**src/sv/avm_div.sv**
```systemverilog
`default_nettype none
module avm_div (
    input  wire logic        aclk,
    input  wire logic        aresetn,
    input  wire logic        start,
    input  wire logic [15:0] dividend,
    input  wire logic [15:0] divisor,
    output logic             done,
    output logic [15:0]      quotient
);
    logic [15:0] q_reg, q_next;
    logic [15:0] r_reg, r_next;
    logic [15:0] d_reg, d_next;
    logic [4:0]  cnt_reg, cnt_next;
    logic        busy_reg, busy_next;
    logic [16:0] trial;

    // restoring division, one quotient bit a cycle
    always_comb begin
        q_next = q_reg;
        r_next = r_reg;
        d_next = d_reg;
        cnt_next = cnt_reg;
        busy_next = busy_reg;
        trial = {r_reg, q_reg[15]} - {1'b0, d_reg};
        if (start) begin
            q_next = dividend;
            r_next = 16'd0;
            d_next = divisor;
            cnt_next = 5'd16;
            busy_next = 1'b1;
        end else if (busy_reg) begin
            if (!trial[16]) begin
                r_next = trial[15:0];
                q_next = {q_reg[14:0], 1'b1};
            end else begin
                r_next = {r_reg[14:0], q_reg[15]};
                q_next = {q_reg[14:0], 1'b0};
            end
            cnt_next = cnt_reg - 5'd1;
            if (cnt_reg == 5'd1) busy_next = 1'b0;
        end
    end

    always_ff @(posedge aclk) begin
        if (!aresetn) begin
            busy_reg <= 1'b0;
            cnt_reg <= 5'd0;
        end else begin
            busy_reg <= busy_next;
            cnt_reg <= cnt_next;
        end
        q_reg <= q_next;
        r_reg <= r_next;
        d_reg <= d_next;
    end

    assign done = busy_reg && (cnt_reg == 5'd1);
    assign quotient = trial[16] ? {q_reg[14:0], 1'b0} : {q_reg[14:0], 1'b1};
endmodule
`default_nettype wire

```
**config.mk**
```make
export PLATFORM = sky130hd
export DESIGN_NAME = avm_div
export DESIGN_NICKNAME = d
export VERILOG_FILES = /design/src/sv/avm_div.sv
export SDC_FILE = /design/constraint.sdc
export NUM_CORES = 1
export LEC_CHECK = 0
export BUFFER_PORTS_ARGS = -buffer_cell sky130_fd_sc_hd__buf_2
export CORE_ASPECT_RATIO = 1.4
export CORE_MARGIN = 8
export CORE_UTILIZATION = 51
export DETAILED_ROUTE_END_ITERATION = 8
export PLACE_DENSITY = 0.86
export REMOVE_ABC_BUFFERS = 1
export SETUP_SLACK_MARGIN = 0.05
export SLEW_MARGIN = 20
export SYNTH_ARGS = -nofsm -noshare
export SYNTH_HDL_FRONTEND = slang
export SYNTH_SLANG_ARGS = --single-unit
```
**constraint.sdc**
```tcl
create_clock -name aclk -period 2.46 [get_ports aclk]
set_clock_uncertainty 0.2 [all_clocks]
set_input_delay 0.123 -clock aclk [delete_from_list [all_inputs] [get_ports aclk]]
set_output_delay 0.123 -clock aclk [all_outputs]
set_load 0.02 [all_outputs]
```
==> report_table.html, run 1 <==
<table>
<tr><th>Metric</th><th>Value</th></tr>
<tr><th colspan="2">Outcome</th></tr>
<tr><td>Run status</td><td>finished with violations</td></tr>
<tr><td>Failing checks</td><td>setup timing</td></tr>
<tr><th colspan="2">Power and ir drop</th></tr>
<tr><td>Total power density per cell area</td><td>between 500 and 600 nW/µm²</td></tr>
<tr><td>Total chip power</td><td>about 2.2 mW</td></tr>
<tr><td>Worst voltage drop across the vdd grid</td><td>0.000595 V</td></tr>
<tr><td>Static Leakage</td><td>~1.8 nW</td></tr>
<tr><th colspan="2">Clock network</th></tr>
<tr><td>Clock latency on the worst-skew pair</td><td>approximately 0.31 ns</td></tr>
<tr><td>CTS tree</td><td>done</td></tr>
<tr><td>Clock sinks</td><td>54</td></tr>
<tr><td>CTS buffer count</td><td>5</td></tr>
<tr><td>Htree depth</td><td>2</td></tr>
<tr><td>Clock-pin slew of the registers on the worst-case setup and hold paths</td><td>0.10 ns</td></tr>
<tr><td>Clock Tree Buf Depth</td><td>2</td></tr>
<tr><td>Clock root buffer</td><td>sky130_fd_sc_hd__clkbuf_8</td></tr>
<tr><th colspan="2">Synthesis</th></tr>
<tr><td>Cell variety after synth</td><td>49</td></tr>
<tr><td>Most used DFF post-synth</td><td>sky130_fd_sc_hd__edfxtp_1</td></tr>
<tr><td>Register bit count reported by yosys</td><td>between 50 and 60</td></tr>
<tr><td>Mapped Cells</td><td>~310</td></tr>
<tr><td>Average size of a mapped cell</td><td>between 10 and 15 µm²</td></tr>
<tr><td>Number of warning messages in the yosys log</td><td>0</td></tr>
<tr><td>Post-synthesis sequential area ratio</td><td>45.8%</td></tr>
<tr><td>Asr flop ratio synth</td><td>0%</td></tr>
<tr><td>Count of flip-flops with a built-in enable after synthesis</td><td>32</td></tr>
<tr><td>Cell area after synthesis</td><td>around 3100 µm²</td></tr>
<tr><td>Largest cells by area after synthesis</td><td>sky130_fd_sc_hd__edfxtp_1 31%, sky130_fd_sc_hd__dfxtp_1 14%, sky130_fd_sc_hd__ha_1 7.4%</td></tr>
<tr><td>Area fraction of the dominant cell type after synthesis</td><td>about a third</td></tr>
<tr><td>Cell accounting for the most synthesized area</td><td>sky130_fd_sc_hd__edfxtp_1</td></tr>
<tr><th colspan="2">Drt</th></tr>
<tr><td>Average wire length per cell after detail routing</td><td>roughly 17 µm</td></tr>
<tr><td>Residual antenna-violating net count after detailed routing</td><td>0</td></tr>
<tr><td>Drc violations</td><td>0</td></tr>
<tr><td>Average via count per standard cell</td><td>5.66</td></tr>
<tr><td>Length of the first detailed-routing pass in iterations</td><td>4</td></tr>
<tr><td>Detailed-route wire length</td><td>roughly 8.2 mm</td></tr>
<tr><td>Number of DRC markers in iteration 0</td><td>251</td></tr>
<tr><td>Number of vias after detailed routing</td><td>between 2000 and 3000</td></tr>
<tr><th colspan="2">Floorplanning</th></tr>
<tr><td>Die area</td><td>8770 µm²</td></tr>
<tr><td>Initial standard-cell utilization of the core</td><td>between 50% and 60%</td></tr>
<tr><td>Number of core rows</td><td>33</td></tr>
<tr><td>Die Wd</td><td>around 80 µm</td></tr>
<tr><td>Core region area</td><td>roughly 5800 µm²</td></tr>
<tr><td>I/O pin count</td><td>52</td></tr>
<tr><td>DIE HEIGHT</td><td>around 110 µm</td></tr>
<tr><th colspan="2">STA</th></tr>
<tr><td>Final setup violating endpoints</td><td>18</td></tr>
<tr><td>Worst path setup slack after routing</td><td>-0.274 ns</td></tr>
<tr><td>Worst slew margin relative to its limit</td><td>between 70% and 80%</td></tr>
<tr><td>Period utilization</td><td>111%</td></tr>
<tr><td>Least-Margin Pin Slew</td><td>roughly 0.45 ns</td></tr>
<tr><td>Final critical delay including setup and external delays</td><td>~2.7 ns</td></tr>
<tr><td>Number of slew-limit violations in the final report</td><td>0</td></tr>
<tr><td>Setup repair after global routing missed its margin</td><td>yes</td></tr>
<tr><td>Count of final hold-check violations</td><td>0</td></tr>
<tr><td>Timing-limited maximum frequency</td><td>between 300 and 400 MHz</td></tr>
<tr><th colspan="2">Global route</th></tr>
<tr><td>Overall routing resource usage</td><td>a little under a fifth</td></tr>
<tr><td>Via count of the first global-routing pass</td><td>2803</td></tr>
<tr><td>Antenna violations before repair</td><td>0</td></tr>
<tr><td>First-pass GRT wire length</td><td>approximately 13 mm</td></tr>
<tr><td>Largest net degree at the start of global routing</td><td>22</td></tr>
<tr><td>GR Overflow Total</td><td>0</td></tr>
<tr><th colspan="2">Min path</th></tr>
<tr><td>Hold WC Path Type</td><td>input pin to flip-flop</td></tr>
<tr><td>Cell depth of the worst hold path</td><td>1</td></tr>
<tr><th colspan="2">Flow run</th></tr>
<tr><td>MaxCap Viol Count</td><td>0</td></tr>
<tr><th colspan="2">Setup path</th></tr>
<tr><td>Largest stage delay on the critical path</td><td>between 0.3 and 0.4 ns</td></tr>
<tr><td>Cell chain of the critical path</td><td>ha_2 -&gt; fa_2 -&gt; nand2b_4 -&gt; a21oi_4 -&gt; o21ai_2 -&gt; o211ai_2 -&gt; xnor2_2 -&gt; buf_4 -&gt; or3_1 -&gt; a311oi_1</td></tr>
<tr><td>Critical Path End Type</td><td>flip-flop</td></tr>
<tr><td>Critical-path cell with the highest stage delay</td><td>sky130_fd_sc_hd__edfxtp_1</td></tr>
<tr><td>Nature of the critical path startpoint</td><td>flip-flop</td></tr>
<tr><td>Worst reg2reg path depth</td><td>10</td></tr>
<tr><td>Data required time at the worst endpoint</td><td>2.49 ns</td></tr>
<tr><td>Worst EP arrival</td><td>2.76 ns</td></tr>
<tr><td>Highest fanout seen on the critical path</td><td>4</td></tr>
<tr><td>Critical setup path kind</td><td>flip-flop to flip-flop</td></tr>
<tr><th colspan="2">Final layout</th></tr>
<tr><td>Number of antenna diodes</td><td>0</td></tr>
<tr><td>Area growth from synthesis to final layout</td><td>33.4%</td></tr>
<tr><td>Fraction of layout cells with a size suffix above 1</td><td>around 34%</td></tr>
<tr><td>Nets</td><td>~460</td></tr>
<tr><th colspan="2">Placement</th></tr>
<tr><td># port buffers</td><td>just over 50</td></tr>
<tr><td>Worst-case setup slack after placement</td><td>-0.341 ns</td></tr>
<tr><td>Placed wire-length estimate</td><td>between 5 and 6 mm</td></tr>
<tr><td>Routability congestion estimate</td><td>about 0.95</td></tr>
</table>
layout by cell type (no fill, tap or decap), types with 3 or more instances in the layout:
master / netlist / routed
sky130_fd_sc_hd__buf_4: 17 / 34
sky130_fd_sc_hd__o21ai_2: 1 / 3
sky130_fd_sc_hd__dfxtp_1: 22 / 22
sky130_fd_sc_hd__xnor2_1: 8 / 7
sky130_fd_sc_hd__nor2_1: 24 / 24
sky130_fd_sc_hd__o21a_1: 5 / 5
sky130_fd_sc_hd__o31ai_1: 3 / 3
sky130_fd_sc_hd__nand3_2: 0 / 4
sky130_fd_sc_hd__dlygate4sd3_1: 0 / 33
sky130_fd_sc_hd__buf_6: 1 / 7
sky130_fd_sc_hd__nand3_1: 10 / 6
sky130_fd_sc_hd__xor2_1: 5 / 5
sky130_fd_sc_hd__buf_2: 2 / 50
sky130_fd_sc_hd__nand2b_1: 6 / 5
sky130_fd_sc_hd__a311oi_1: 5 / 3
sky130_fd_sc_hd__a211oi_1: 3 / 3
sky130_fd_sc_hd__clkbuf_8: 0 / 5
sky130_fd_sc_hd__inv_1: 25 / 24
sky130_fd_sc_hd__a32oi_1: 4 / 3
sky130_fd_sc_hd__ha_1: 18 / 17
sky130_fd_sc_hd__nand2_1: 29 / 26
sky130_fd_sc_hd__nor3_1: 5 / 5
sky130_fd_sc_hd__a21oi_1: 20 / 18
sky130_fd_sc_hd__edfxtp_1: 32 / 32
sky130_fd_sc_hd__mux2_2: 15 / 15
sky130_fd_sc_hd__o211ai_1: 4 / 4
sky130_fd_sc_hd__nand2_2: 1 / 3
per-layer routing:
| metal | GRT usage (%) | vias to the layer above | part of all wire (%) |
|---|---|---|---|
| met3 | 3.60 | 26 | 4.4 |
| li1 | - | 1293 | - |
| met1 | 19.0 | 1293 | 37 |
| met4 | 10.6 | 0 | 3.5 |
| met2 | 35.3 | 106 | 55 |
| met5 | 0 | - | 0 |
layout make-up:
cell class              count  area [µm²]
clock inverters             3        20.0
clock buffers               5        68.8
multi-input cells         199        1500
fillers                   382        1740
inverters                  25        93.8
flip-flops and latches     54        1400
well taps                  70        87.6
repair buffers            124         915
power breakdown:
part / switching [mW] / internal [mW]
clock: 0.297 / 0.201
sequential: 0.0412 / 1.04
combinational: 0.348 / 0.310
worst max-delay path, delay by kind of cell, from the launching register on:
family	cells	cell delay, ns
AO/OA/AOI/OAI	4	0.68
adder cells (fa/ha/maj)	2	0.55
AND/OR/NAND/NOR	2	0.55
flip-flops	1	0.39
buffers and inverters	1	0.16
XOR/XNOR	1	0.12
path summary, 6_finish.rpt:
kind	from	slack [ns]	to
max	d_reg[0]$_DFFE_PP_	-0.27	r_reg[5]$_SDFFE_PP0P_
min	start	0.08	d_reg[15]$_DFFE_PP_
max reg2reg	d_reg[0]$_DFFE_PP_	-0.27	r_reg[5]$_SDFFE_PP0P_
min reg2reg	cnt_reg[1]$_SDFFE_PP0P_	0.31	cnt_reg[1]$_SDFFE_PP0P_
cell usage after synthesis, types with 4 or more instances:
library cell / n
sky130_fd_sc_hd__dfxtp_1: 22
sky130_fd_sc_hd__nor3_1: 5
sky130_fd_sc_hd__xor2_1: 5
sky130_fd_sc_hd__nand3_1: 10
sky130_fd_sc_hd__nand2_1: 29
sky130_fd_sc_hd__o211ai_1: 4
sky130_fd_sc_hd__a32oi_1: 4
sky130_fd_sc_hd__buf_4: 17
sky130_fd_sc_hd__ha_1: 18
sky130_fd_sc_hd__nand2b_1: 6
sky130_fd_sc_hd__xnor2_1: 8
sky130_fd_sc_hd__o21a_1: 5
sky130_fd_sc_hd__a21oi_1: 20
sky130_fd_sc_hd__nor2_1: 24
sky130_fd_sc_hd__mux2_2: 15
sky130_fd_sc_hd__edfxtp_1: 32
sky130_fd_sc_hd__a311oi_1: 5
sky130_fd_sc_hd__inv_1: 25
sky130_fd_sc_hd__clkbuf_1: 5
sky130_fd_sc_hd__o21ai_0: 5
through the flow:
step           cell area [µm²]  setup TNS, ns  utilization (%)  hold WS (ns)  instances
2_1_floorplan             2890          -9.18                -      -0.00486        278
3_3_place_gp              3460          -1.64             59.4        0.0990        430
3_5_place_dp              3460          -4.15             59.4         0.101        430
4_1_cts                   4010          -2.17             68.9        0.0763        477
5_1_grt                   4090          -4.49             70.2        0.0908        480
6_report                  4090          -2.33             70.2        0.0844        480
cells by family after synthesis:
group	synth area share (%)
muxes	5.52
xor gates and xnor gates	3.72
AOI/OAI and AO/OA	15.4
adders and majority gates	8.01
and+or+nand+nor	12.8
DFF	45.8
buffers and inverters	8.83
timing repair:
| action | in CTS | in global routing |
|---|---|---|
| setup endpoints to repair | 18 | 18 |
| hold buffers | 33 | 0 |
| pin swaps | 11 | 7 |
| hold endpoints to repair | 38 | 0 |
| buffers inserted | 6 | 5 |
| cloned | 1 | 0 |
| resized for setup | 25 | 13 |
Note: power is estimated with default switching activity, not from simulation.
==> inputs of run 2 (changes only) <==
--- a/config.mk
+++ b/config.mk
@@ -5,6 +5,7 @@
 export SDC_FILE = /design/constraint.sdc
 export NUM_CORES = 1
 export LEC_CHECK = 0
+export ABC_AREA = 1
 export BUFFER_PORTS_ARGS = -buffer_cell sky130_fd_sc_hd__buf_2
 export CORE_ASPECT_RATIO = 1.4
 export CORE_MARGIN = 8
==> run 2 against run 1 <==
Effect of this change: the flow now finishes without violations; via count rose by 25%; synthesized cell count grew 59%; sequential cell count did not move; synthesized area grew 13%; core utilization decreased by 4.1 points; highest routed layer unchanged.
==> report_table.html, run 2 <==
<table>
<tr><th>Metric</th><th>Value</th></tr>
<tr><th colspan="2">Setup path</th></tr>
<tr><td>Data required time at the worst endpoint</td><td>2.14 ns (-0.35 ns)</td></tr>
<tr><td>Nature of the critical path startpoint</td><td>flip-flop</td></tr>
<tr><td>Worst EP arrival</td><td>2.11 ns (-0.65 ns)</td></tr>
<tr><td>Highest fanout seen on the critical path</td><td>5 (+1)</td></tr>
<tr><td>Critical Path End Type</td><td>primary output</td></tr>
<tr><td>Critical setup path kind</td><td>flip-flop to primary output</td></tr>
<tr><td>Worst reg2reg path depth</td><td>14 (+4)</td></tr>
<tr><th colspan="2">Power and ir drop</th></tr>
<tr><td>Worst voltage drop across the vdd grid</td><td>0.000470 V (-21%)</td></tr>
<tr><td>Sequential group share of total power</td><td>50.3% (+2.0 points)</td></tr>
<tr><td>Pint</td><td>1.54 mW (-0.77%)</td></tr>
<tr><td>Static Leakage</td><td>2.34 nW (+32%)</td></tr>
<tr><td>Clock group share of total power</td><td>31.3% (+9.0 points)</td></tr>
<tr><td>Switching pwr</td><td>0.556 mW (-19%)</td></tr>
<tr><td>Total power density per cell area</td><td>482 nW/µm² (-12%)</td></tr>
<tr><td>Switching power share of the total</td><td>26.6% (-4.1 points)</td></tr>
<tr><td>Comb power frac</td><td>18.4% (-11 points)</td></tr>
<tr><th colspan="2">STA</th></tr>
<tr><td>Final setup violating endpoints</td><td>0 (-18)</td></tr>
<tr><td>Period utilization</td><td>99.1% (-12 points)</td></tr>
<tr><td>Post-route setup TNS</td><td>0 ns (+2.33 ns)</td></tr>
<tr><td>Worst slew margin relative to its limit</td><td>51.0% (-19 points)</td></tr>
<tr><td>Number of slew-limit violations in the final report</td><td>0 (unchanged)</td></tr>
<tr><td>Count of final hold-check violations</td><td>0 (unchanged)</td></tr>
<tr><td>Least-Margin Pin Slew</td><td>0.734 ns (+0.286 ns)</td></tr>
<tr><td>Final critical delay including setup and external delays</td><td>2.44 ns (-0.297 ns)</td></tr>
<tr><td>Setup repair after global routing missed its margin</td><td>yes</td></tr>
<tr><td>Timing-limited maximum frequency</td><td>410 MHz (+12%)</td></tr>
<tr><td>Worst hold slack</td><td>0.0943 ns (+0.00995 ns)</td></tr>
<tr><th colspan="2">Synthesis</th></tr>
<tr><td>Count of flip-flops with a built-in enable after synthesis</td><td>32 (unchanged)</td></tr>
<tr><td>Most used DFF post-synth</td><td>sky130_fd_sc_hd__edfxtp_1</td></tr>
<tr><td>Cell area after synthesis</td><td>3450 µm² (+13%)</td></tr>
<tr><td>Number of warning messages in the yosys log</td><td>0 (unchanged)</td></tr>
<tr><td>Mapped Cells</td><td>486 (+59%)</td></tr>
<tr><td>Register bit count reported by yosys</td><td>54 (unchanged)</td></tr>
<tr><td>Cell accounting for the most synthesized area</td><td>sky130_fd_sc_hd__edfxtp_1</td></tr>
<tr><td>Largest cells by area after synthesis</td><td>sky130_fd_sc_hd__edfxtp_1 28%, sky130_fd_sc_hd__nand2_1 22%, sky130_fd_sc_hd__dfxtp_1 13%</td></tr>
<tr><td>Average size of a mapped cell</td><td>7.09 µm² (-29%)</td></tr>
<tr><td>Post-synthesis sequential area ratio</td><td>40.7% (-5.1 points)</td></tr>
<tr><td>Asr flop ratio synth</td><td>0% (unchanged)</td></tr>
<tr><td>Cell variety after synth</td><td>30 (-39%)</td></tr>
<tr><td>Area fraction of the dominant cell type after synthesis</td><td>27.9% (-3.5 points)</td></tr>
<tr><td>Most numerous cell in the Yosys netlist</td><td>sky130_fd_sc_hd__nand2_1</td></tr>
<tr><td>Commonest cells post-synth</td><td>199 x sky130_fd_sc_hd__nand2_1, 90 x sky130_fd_sc_hd__inv_1, 32 x sky130_fd_sc_hd__edfxtp_1</td></tr>
<tr><th colspan="2">Clock network</th></tr>
<tr><td>Clock Tree Buf Depth</td><td>2 (unchanged)</td></tr>
<tr><td>Clock latency on the worst-skew pair</td><td>0.31 ns (about the same)</td></tr>
<tr><td>CTS tree</td><td>done</td></tr>
<tr><td>CTS buffer count</td><td>5 (unchanged)</td></tr>
<tr><td>Clock root buffer</td><td>sky130_fd_sc_hd__clkbuf_8</td></tr>
<tr><td>Htree depth</td><td>2 (unchanged)</td></tr>
<tr><td>Clock sinks</td><td>54 (unchanged)</td></tr>
<tr><td>Clock-pin slew of the registers on the worst-case setup and hold paths</td><td>0.10 ns (about the same)</td></tr>
<tr><th colspan="2">Floorplanning</th></tr>
<tr><td>Die Wd</td><td>85.5 µm (+4.9%)</td></tr>
<tr><td>I/O pin count</td><td>52 (unchanged)</td></tr>
<tr><td>Number of core rows</td><td>35 (+6.1%)</td></tr>
<tr><td>Die area</td><td>9680 µm² (+10%)</td></tr>
<tr><td>Initial standard-cell utilization of the core</td><td>52.5% (-0.13 points)</td></tr>
<tr><td>Core region area</td><td>6570 µm² (+13%)</td></tr>
<tr><td>DIE HEIGHT</td><td>113 µm (+5.2%)</td></tr>
<tr><th colspan="2">Drt</th></tr>
<tr><td>Length of the first detailed-routing pass in iterations</td><td>5 (+1)</td></tr>
<tr><td>M1 wire length</td><td>3.45 mm (+14%)</td></tr>
<tr><td>Met3 WL post-DR</td><td>632 µm (+73%)</td></tr>
<tr><td>Number of DRC markers in iteration 0</td><td>256 (+2.0%)</td></tr>
<tr><td>Highest metal layer with signal wires</td><td>met4</td></tr>
<tr><td>Drc violations</td><td>0 (unchanged)</td></tr>
<tr><td>Average wire length per cell after detail routing</td><td>14.3 µm (-17%)</td></tr>
<tr><td>Average via count per standard cell</td><td>5.29 (-6.5%)</td></tr>
<tr><td>Met2 wire length</td><td>4.64 mm (+1.9%)</td></tr>
<tr><td>Number of vias after detailed routing</td><td>3399 (+25%)</td></tr>
<tr><td>Detailed-route wire length</td><td>9.18 mm (+12%)</td></tr>
<tr><td>Residual antenna-violating net count after detailed routing</td><td>0 (unchanged)</td></tr>
<tr><th colspan="2">Global route</th></tr>
<tr><td>Via count of the first global-routing pass</td><td>3266 (+17%)</td></tr>
<tr><td>Antenna violations before repair</td><td>0 (unchanged)</td></tr>
<tr><td>First-pass GRT wire length</td><td>13.9 mm (+6.5%)</td></tr>
<tr><td>Overall routing resource usage</td><td>17.4% (-1.7 points)</td></tr>
<tr><td>GR Overflow Total</td><td>0 (unchanged)</td></tr>
<tr><td>Largest net degree at the start of global routing</td><td>36 (+64%)</td></tr>
<tr><th colspan="2">Final layout</th></tr>
<tr><td>Fraction of layout cells with a size suffix above 1</td><td>18.1% (-16 points)</td></tr>
<tr><td>Post-route standard cell area excluding fillers</td><td>4340 µm² (+6.3%)</td></tr>
<tr><td>Area growth from synthesis to final layout</td><td>26.0%</td></tr>
<tr><td>Count of filler cells inserted in the layout</td><td>450 (+18%)</td></tr>
<tr><td>Filler-free cell count of the finished design</td><td>642 (+34%)</td></tr>
<tr><td>Most common cell after layout, fill and taps aside</td><td>sky130_fd_sc_hd__nand2_1</td></tr>
<tr><td>Nets</td><td>621 (+34%)</td></tr>
<tr><td>Core utilization of the finished layout</td><td>66.1% (-4.1 points)</td></tr>
<tr><td>Leading cell types in the layout, fill and taps excluded</td><td>189 x sky130_fd_sc_hd__nand2_1, 89 x sky130_fd_sc_hd__inv_1, 50 x sky130_fd_sc_hd__buf_2</td></tr>
<tr><td>Number of antenna diodes</td><td>0 (unchanged)</td></tr>
<tr><th colspan="2">Flow run</th></tr>
<tr><td>MaxCap Viol Count</td><td>0 (unchanged)</td></tr>
<tr><th colspan="2">Placement</th></tr>
<tr><td># port buffers</td><td>51 (unchanged)</td></tr>
<tr><td>Placed wire-length estimate</td><td>5.66 mm (+7.1%)</td></tr>
<tr><td>Routability congestion estimate</td><td>0.930 (-2.2%)</td></tr>
<tr><td>Cell Count Post-Placement</td><td>591 (+37%)</td></tr>
<tr><td>Placed inst area</td><td>3650 µm² (+5.6%)</td></tr>
<tr><th colspan="2">Outcome</th></tr>
<tr><td>Run status</td><td>complete, no violations</td></tr>
<tr><th colspan="2">Min path</th></tr>
<tr><td>Cell depth of the worst hold path</td><td>4 (+3)</td></tr>
<tr><td>Hold WC Path Type</td><td>input pin to flip-flop</td></tr>
</table>
==> run 2: cells by family (layout without fill, tap and decap cells) <==
| group | after synthesis | count (layout) | synth area share (%) |
|---|---|---|---|
| flip-flops | 54 | 54 | 40.7 |
| AO/OA/AOI/OAI | 18 | 18 | 3.09 |
| AND/OR/NAND/NOR | 275 | 275 | 33.0 |
| XOR/XNOR | 7 | 7 | 1.78 |
| adder cells (fa/ha/maj) | 19 | 19 | 7.12 |
| buffers and inverters | 113 | 195 | 14.4 |
==> run 2: worst paths after layout <==
check                   startpoint                      to  slack, ns
min                          start   r_reg[4]$_SDFFE_PP0P_       0.09
min reg2reg  r_reg[1]$_SDFFE_PP0P_   r_reg[1]$_SDFFE_PP0P_       0.29
max reg2reg    d_reg[11]$_DFFE_PP_  r_reg[14]$_SDFFE_PP0P_       0.07
max            d_reg[11]$_DFFE_PP_             quotient[0]       0.02
==> run 2: stage by stage <==
step / power (mW) / setup slack (ns)
after floorplan: 1.27 / 0.296
after global routing: 2.17 / -0.0513
after CTS: 2.06 / -0.00795
after global placement: 1.37 / 0.0838
final: 2.09 / 0.0229
after detailed placement: 1.38 / 0.0472
==> run 2: area by class of cell <==
class	count	area [µm²]	share of cell area (%)
Multi-Input combinational cell	319	1660	38.3
Inverter	91	342	7.87
Clock buffer	6	93.8	2.16
Sequential cell	54	1400	32.3
Timing Repair Buffer	96	716	16.5
Clock inverter	2	33.8	0.778
Tap cell	74	92.6	2.13
==> run 2: critical path: stages (launching register included) <==
cell	delay (ns)
sky130_fd_sc_hd__edfxtp_1	0.38
sky130_fd_sc_hd__inv_1	0.08
sky130_fd_sc_hd__ha_1	0.31
sky130_fd_sc_hd__nand2_1	0.14
sky130_fd_sc_hd__inv_1	0.06
sky130_fd_sc_hd__nand2_1	0.07
sky130_fd_sc_hd__nand2_1	0.10
sky130_fd_sc_hd__a21oi_4	0.21
sky130_fd_sc_hd__nand3_2	0.20
sky130_fd_sc_hd__nand2_8	0.14
sky130_fd_sc_hd__buf_6	0.12
==> run 2: per-layer routing <==
layer / global-route usage, % / vias to the layer above
met4: 10.7 / 0
met5: 0 / -
met3: 4.71 / 47
met1: 17.6 / 1541
met2: 30.8 / 176
li1: - / 1635
==> run 2: what timing repair did <==
action	in CTS	in global routing
hold endpoints to repair	38	0
pin swaps	3	4
cloned	0	1
setup buffers	2	7
gates resized for setup	8	27
setup endpoints to repair	21	18
hold buffers	33	0
==> run 2: power by group through the flow <==
stage	Combinational [mW]	Sequential (mW)	Clock, mW
3_3_place_gp	0.299	1.07	0
5_1_grt	0.421	1.06	0.685
2_1_floorplan	0.167	1.10	0
6_report	0.386	1.05	0.655
3_5_place_dp	0.309	1.07	0
4_1_cts	0.355	1.05	0.655
==> inputs of run 3 (changes only) <==
--- a/config.mk
+++ b/config.mk
@@ -6,12 +6,12 @@
 export NUM_CORES = 1
 export LEC_CHECK = 0
 export ABC_AREA = 1
-export BUFFER_PORTS_ARGS = -buffer_cell sky130_fd_sc_hd__buf_2
+export BUFFER_PORTS_ARGS = -buffer_cell sky130_fd_sc_hd__buf_4
 export CORE_ASPECT_RATIO = 1.4
 export CORE_MARGIN = 8
-export CORE_UTILIZATION = 51
+export CORE_UTILIZATION = 39
 export DETAILED_ROUTE_END_ITERATION = 8
-export PLACE_DENSITY = 0.86
+export PLACE_DENSITY = 0.7
 export REMOVE_ABC_BUFFERS = 1
 export SETUP_SLACK_MARGIN = 0.05
 export SLEW_MARGIN = 20
==> constraint.sdc (replaced) <==
create_clock -name aclk -period 2.2 [get_ports aclk]
set_clock_uncertainty 0.2 [all_clocks]
set_input_delay 0.11 -clock aclk [delete_from_list [all_inputs] [get_ports aclk]]
set_output_delay 0.11 -clock aclk [all_outputs]
set_load 0.02 [all_outputs]
==> run 3 against run 2 <==
Effect of this change: the run now ends with setup timing left; cell count is 7.6% higher; non-clock buffer count is 16 higher; total power is 23% higher; critical path type unchanged; critical endpoint unchanged; largest power group unchanged; highest routed layer unchanged.
==> report_table.html, run 3 (same netlist as run 2, synthesis figures left out) <==
<table>
<tr><th>Metric</th><th>Value</th></tr>
<tr><th colspan="2">Floorplanning</th></tr>
<tr><td>Core region area</td><td>8610 µm² (+31%)</td></tr>
<tr><td>I/O pin count</td><td>52 (unchanged)</td></tr>
<tr><td>DIE HEIGHT</td><td>127 µm (+12%)</td></tr>
<tr><td>Initial standard-cell utilization of the core</td><td>40.0% (-12 points)</td></tr>
<tr><td>Number of core rows</td><td>40 (+14%)</td></tr>
<tr><td>Die Wd</td><td>95.4 µm (+12%)</td></tr>
<tr><td>Die area</td><td>12100 µm² (+25%)</td></tr>
<tr><th colspan="2">Final layout</th></tr>
<tr><td>Core utilization of the finished layout</td><td>56.9% (-9.2 points)</td></tr>
<tr><td>Leading cell types in the layout, fill and taps excluded</td><td>170 x sky130_fd_sc_hd__nand2_1, 88 x sky130_fd_sc_hd__inv_1, 75 x sky130_fd_sc_hd__buf_4</td></tr>
<tr><td>Post-route standard cell area excluding fillers</td><td>4900 µm² (+13%)</td></tr>
<tr><td>Area used by sequential logic in the layout</td><td>1400 µm² (unchanged)</td></tr>
<tr><td>Number of antenna diodes</td><td>0 (unchanged)</td></tr>
<tr><td>Nets</td><td>639 (+2.9%)</td></tr>
<tr><td>Count of filler cells inserted in the layout</td><td>740 (+64%)</td></tr>
<tr><td>Most common cell after layout, fill and taps aside</td><td>sky130_fd_sc_hd__nand2_1</td></tr>
<tr><td>Area growth from synthesis to final layout</td><td>42.2%</td></tr>
<tr><td>Multi-input combinational cell area</td><td>1910 µm² (+15%)</td></tr>
<tr><td>Fraction of layout cells with a size suffix above 1</td><td>26.3% (+8.1 points)</td></tr>
<tr><th colspan="2">Global route</th></tr>
<tr><td>Via count of the first global-routing pass</td><td>3396 (+4.0%)</td></tr>
<tr><td>Largest net degree at the start of global routing</td><td>21 (-42%)</td></tr>
<tr><td>Antenna violations before repair</td><td>0 (unchanged)</td></tr>
<tr><td>First-pass GRT wire length</td><td>14.8 mm (+6.3%)</td></tr>
<tr><td>Overall routing resource usage</td><td>15.3% (-2.1 points)</td></tr>
<tr><td>GR Overflow Total</td><td>0 (unchanged)</td></tr>
<tr><th colspan="2">Clock network</th></tr>
<tr><td>Clock Tree Buf Depth</td><td>2 (unchanged)</td></tr>
<tr><td>CTS buffer count</td><td>5 (unchanged)</td></tr>
<tr><td>CTS tree</td><td>done</td></tr>
<tr><td>Clock-pin slew of the registers on the worst-case setup and hold paths</td><td>0.07 ns (-0.03 ns)</td></tr>
<tr><td>Htree depth</td><td>2 (unchanged)</td></tr>
<tr><td>Clock root buffer</td><td>sky130_fd_sc_hd__clkbuf_16</td></tr>
<tr><td>Clock latency on the worst-skew pair</td><td>0.29 ns (-0.02 ns)</td></tr>
<tr><td>Clock sinks</td><td>54 (unchanged)</td></tr>
<tr><th colspan="2">Setup path</th></tr>
<tr><td>WP buf/inv</td><td>2 (-1)</td></tr>
<tr><td>Most repeated library cell on the critical path</td><td>sky130_fd_sc_hd__nand2_4</td></tr>
<tr><td>Family of cells with the greatest summed delay on the critical path</td><td>simple AND/OR/NAND/NOR gates</td></tr>
<tr><td>Nature of the critical path startpoint</td><td>flip-flop</td></tr>
<tr><td>Data required time at the worst endpoint</td><td>1.89 ns (-0.25 ns)</td></tr>
<tr><td>Critical setup path kind</td><td>flip-flop to primary output</td></tr>
<tr><td>Largest stage delay on the critical path</td><td>0.38 ns (about the same)</td></tr>
<tr><td>Worst EP arrival</td><td>2.05 ns (-0.06 ns)</td></tr>
<tr><td>Highest fanout seen on the critical path</td><td>3 (-2)</td></tr>
<tr><td>Critical-path cell with the highest stage delay</td><td>sky130_fd_sc_hd__edfxtp_1</td></tr>
<tr><td>Critical Path End Type</td><td>primary output</td></tr>
<tr><td>Cell chain of the critical path</td><td>ha_2 -&gt; fa_2 -&gt; inv_2 -&gt; nand2_4 -&gt; nand2_4 -&gt; nand3_2 -&gt; nand2_2 -&gt; nand2_4 -&gt; nand2_4 -&gt; nand2_4 -&gt; nand2_8 -&gt; buf_6</td></tr>
<tr><th colspan="2">STA</th></tr>
<tr><td>Count of final hold-check violations</td><td>0 (unchanged)</td></tr>
<tr><td>Worst path setup slack after routing</td><td>-0.163 ns (-0.186 ns)</td></tr>
<tr><td>Worst slew margin relative to its limit</td><td>69.4% (+18 points)</td></tr>
<tr><td>Post-route setup TNS</td><td>-1.55 ns (-1.55 ns)</td></tr>
<tr><td>Worst hold slack</td><td>0.0153 ns (-0.0790 ns)</td></tr>
<tr><td>Final setup violating endpoints</td><td>18 (+18)</td></tr>
<tr><td>Setup repair after global routing missed its margin</td><td>yes</td></tr>
<tr><td>Final critical delay including setup and external delays</td><td>roughly 2.4 ns</td></tr>
<tr><td>Period utilization</td><td>107%</td></tr>
<tr><td>Least-Margin Pin Slew</td><td>0.457 ns (-0.278 ns)</td></tr>
<tr><td>Number of slew-limit violations in the final report</td><td>0 (unchanged)</td></tr>
<tr><td>Timing-limited maximum frequency</td><td>423 MHz</td></tr>
<tr><th colspan="2">Drt</th></tr>
<tr><td>Number of DRC markers in iteration 0</td><td>223 (-13%)</td></tr>
<tr><td>Number of vias after detailed routing</td><td>3363 (-1.1%)</td></tr>
<tr><td>Average via count per standard cell</td><td>4.87 (-8.1%)</td></tr>
<tr><td>Detailed-route wire length</td><td>9.49 mm (+3.4%)</td></tr>
<tr><td>Length of the first detailed-routing pass in iterations</td><td>5 (unchanged)</td></tr>
<tr><td>Drc violations</td><td>0 (unchanged)</td></tr>
<tr><td>Residual antenna-violating net count after detailed routing</td><td>0 (unchanged)</td></tr>
<tr><td>Average wire length per cell after detail routing</td><td>13.7 µm (-4.0%)</td></tr>
<tr><th colspan="2">Min path</th></tr>
<tr><td>Hold WC Path Type</td><td>input pin to flip-flop</td></tr>
<tr><th colspan="2">Flow run</th></tr>
<tr><td>MaxCap Viol Count</td><td>0 (unchanged)</td></tr>
<tr><th colspan="2">Outcome</th></tr>
<tr><td>Failing checks</td><td>setup timing</td></tr>
<tr><td>Run status</td><td>finished with violations</td></tr>
<tr><th colspan="2">Power and ir drop</th></tr>
<tr><td>Total chip power</td><td>2.58 mW (+23%)</td></tr>
<tr><td>Static Leakage</td><td>2.54 nW (+8.4%)</td></tr>
<tr><td>Total power density per cell area</td><td>526 nW/µm² (+9.0%)</td></tr>
<tr><td>Worst voltage drop across the vdd grid</td><td>0.000564 V (+20%)</td></tr>
<tr><th colspan="2">Placement</th></tr>
<tr><td>Routability congestion estimate</td><td>0.878 (-5.6%)</td></tr>
<tr><td>Placed wire-length estimate</td><td>6.10 mm (+7.8%)</td></tr>
<tr><td># port buffers</td><td>51 (unchanged)</td></tr>
<tr><td>Placed inst area</td><td>3920 µm² (+7.2%)</td></tr>
</table>
## run 3: changes by cell type in the layout (fill, tap and decap cells not counted), moves of 5 or more
cell and delta:
sky130_fd_sc_hd__buf_4 +66, sky130_fd_sc_hd__buf_2 -50, sky130_fd_sc_hd__nand2_1 -19, sky130_fd_sc_hd__nand2_4 +11, sky130_fd_sc_hd__nand3_1 -10, sky130_fd_sc_hd__nand3_2 +9, sky130_fd_sc_hd__nand2_2 +7, sky130_fd_sc_hd__clkbuf_8 -5
## run 3: path summary, 6_finish.rpt
path,startpoint,slack [ns],to,depth (start not counted)
min,start,0.02,d_reg[10]$_DFFE_PP_,1
max,d_reg[0]$_DFFE_PP_,-0.16,quotient[0],12
max reg2reg,d_reg[0]$_DFFE_PP_,-0.12,r_reg[1]$_SDFFE_PP0P_,15
min reg2reg,r_reg[8]$_SDFFE_PP0P_,0.27,r_reg[8]$_SDFFE_PP0P_,2
## run 3: final cells by class
class / instances / share of cell area, %
multi-input cells: 321 / 39.0
flip-flops and latches: 54 / 28.6
repair buffers: 112 / 19.4
inverters: 91 / 6.97
clock buffers: 7 / 2.71
well taps: 105 / 2.68
clock inverters: 1 / 0.613
## run 3: power by group
group          internal [mW]  switching (mW)
logic                  0.231           0.283
registers               1.15          0.0324
clock network          0.539           0.346
total                   1.91           0.662
## run 3: through the flow
step / cells / setup WS, ns
after detailed placement: 635 / -0.158
after floorplan: 464 / 0.0363
after CTS: 688 / -0.155
after global routing: 691 / -0.272
after global placement: 635 / -0.112
final: 691 / -0.163
## run 3: worst reg2reg max path: cells and delay by family, from the launching register on
family | cells | cell delay (ns)
AND/OR/NAND/NOR | 11 | 0.87
buffers and inverters | 2 | 0.20
flip-flops | 1 | 0.38
adder cells (fa/ha/maj) | 2 | 0.55
## run 3: timing repair
item	4_1_cts	5_1_grt
hold endpoints to repair	38	0
gates cloned	3	0
hold buffers	33	0
endpoints found under the setup margin	18	18
setup buffers	9	5
resized for setup	48	41
pin swaps	26	20
## run 3: per-layer routing
layer	global-route usage [%]	vias to the layer above	routed length [µm]
li1	-	1682	-
met1	16.6	1559	3760
met2	27.7	107	5090
met3	2.81	15	427
met4	6.45	0	213
met5	0	-	0
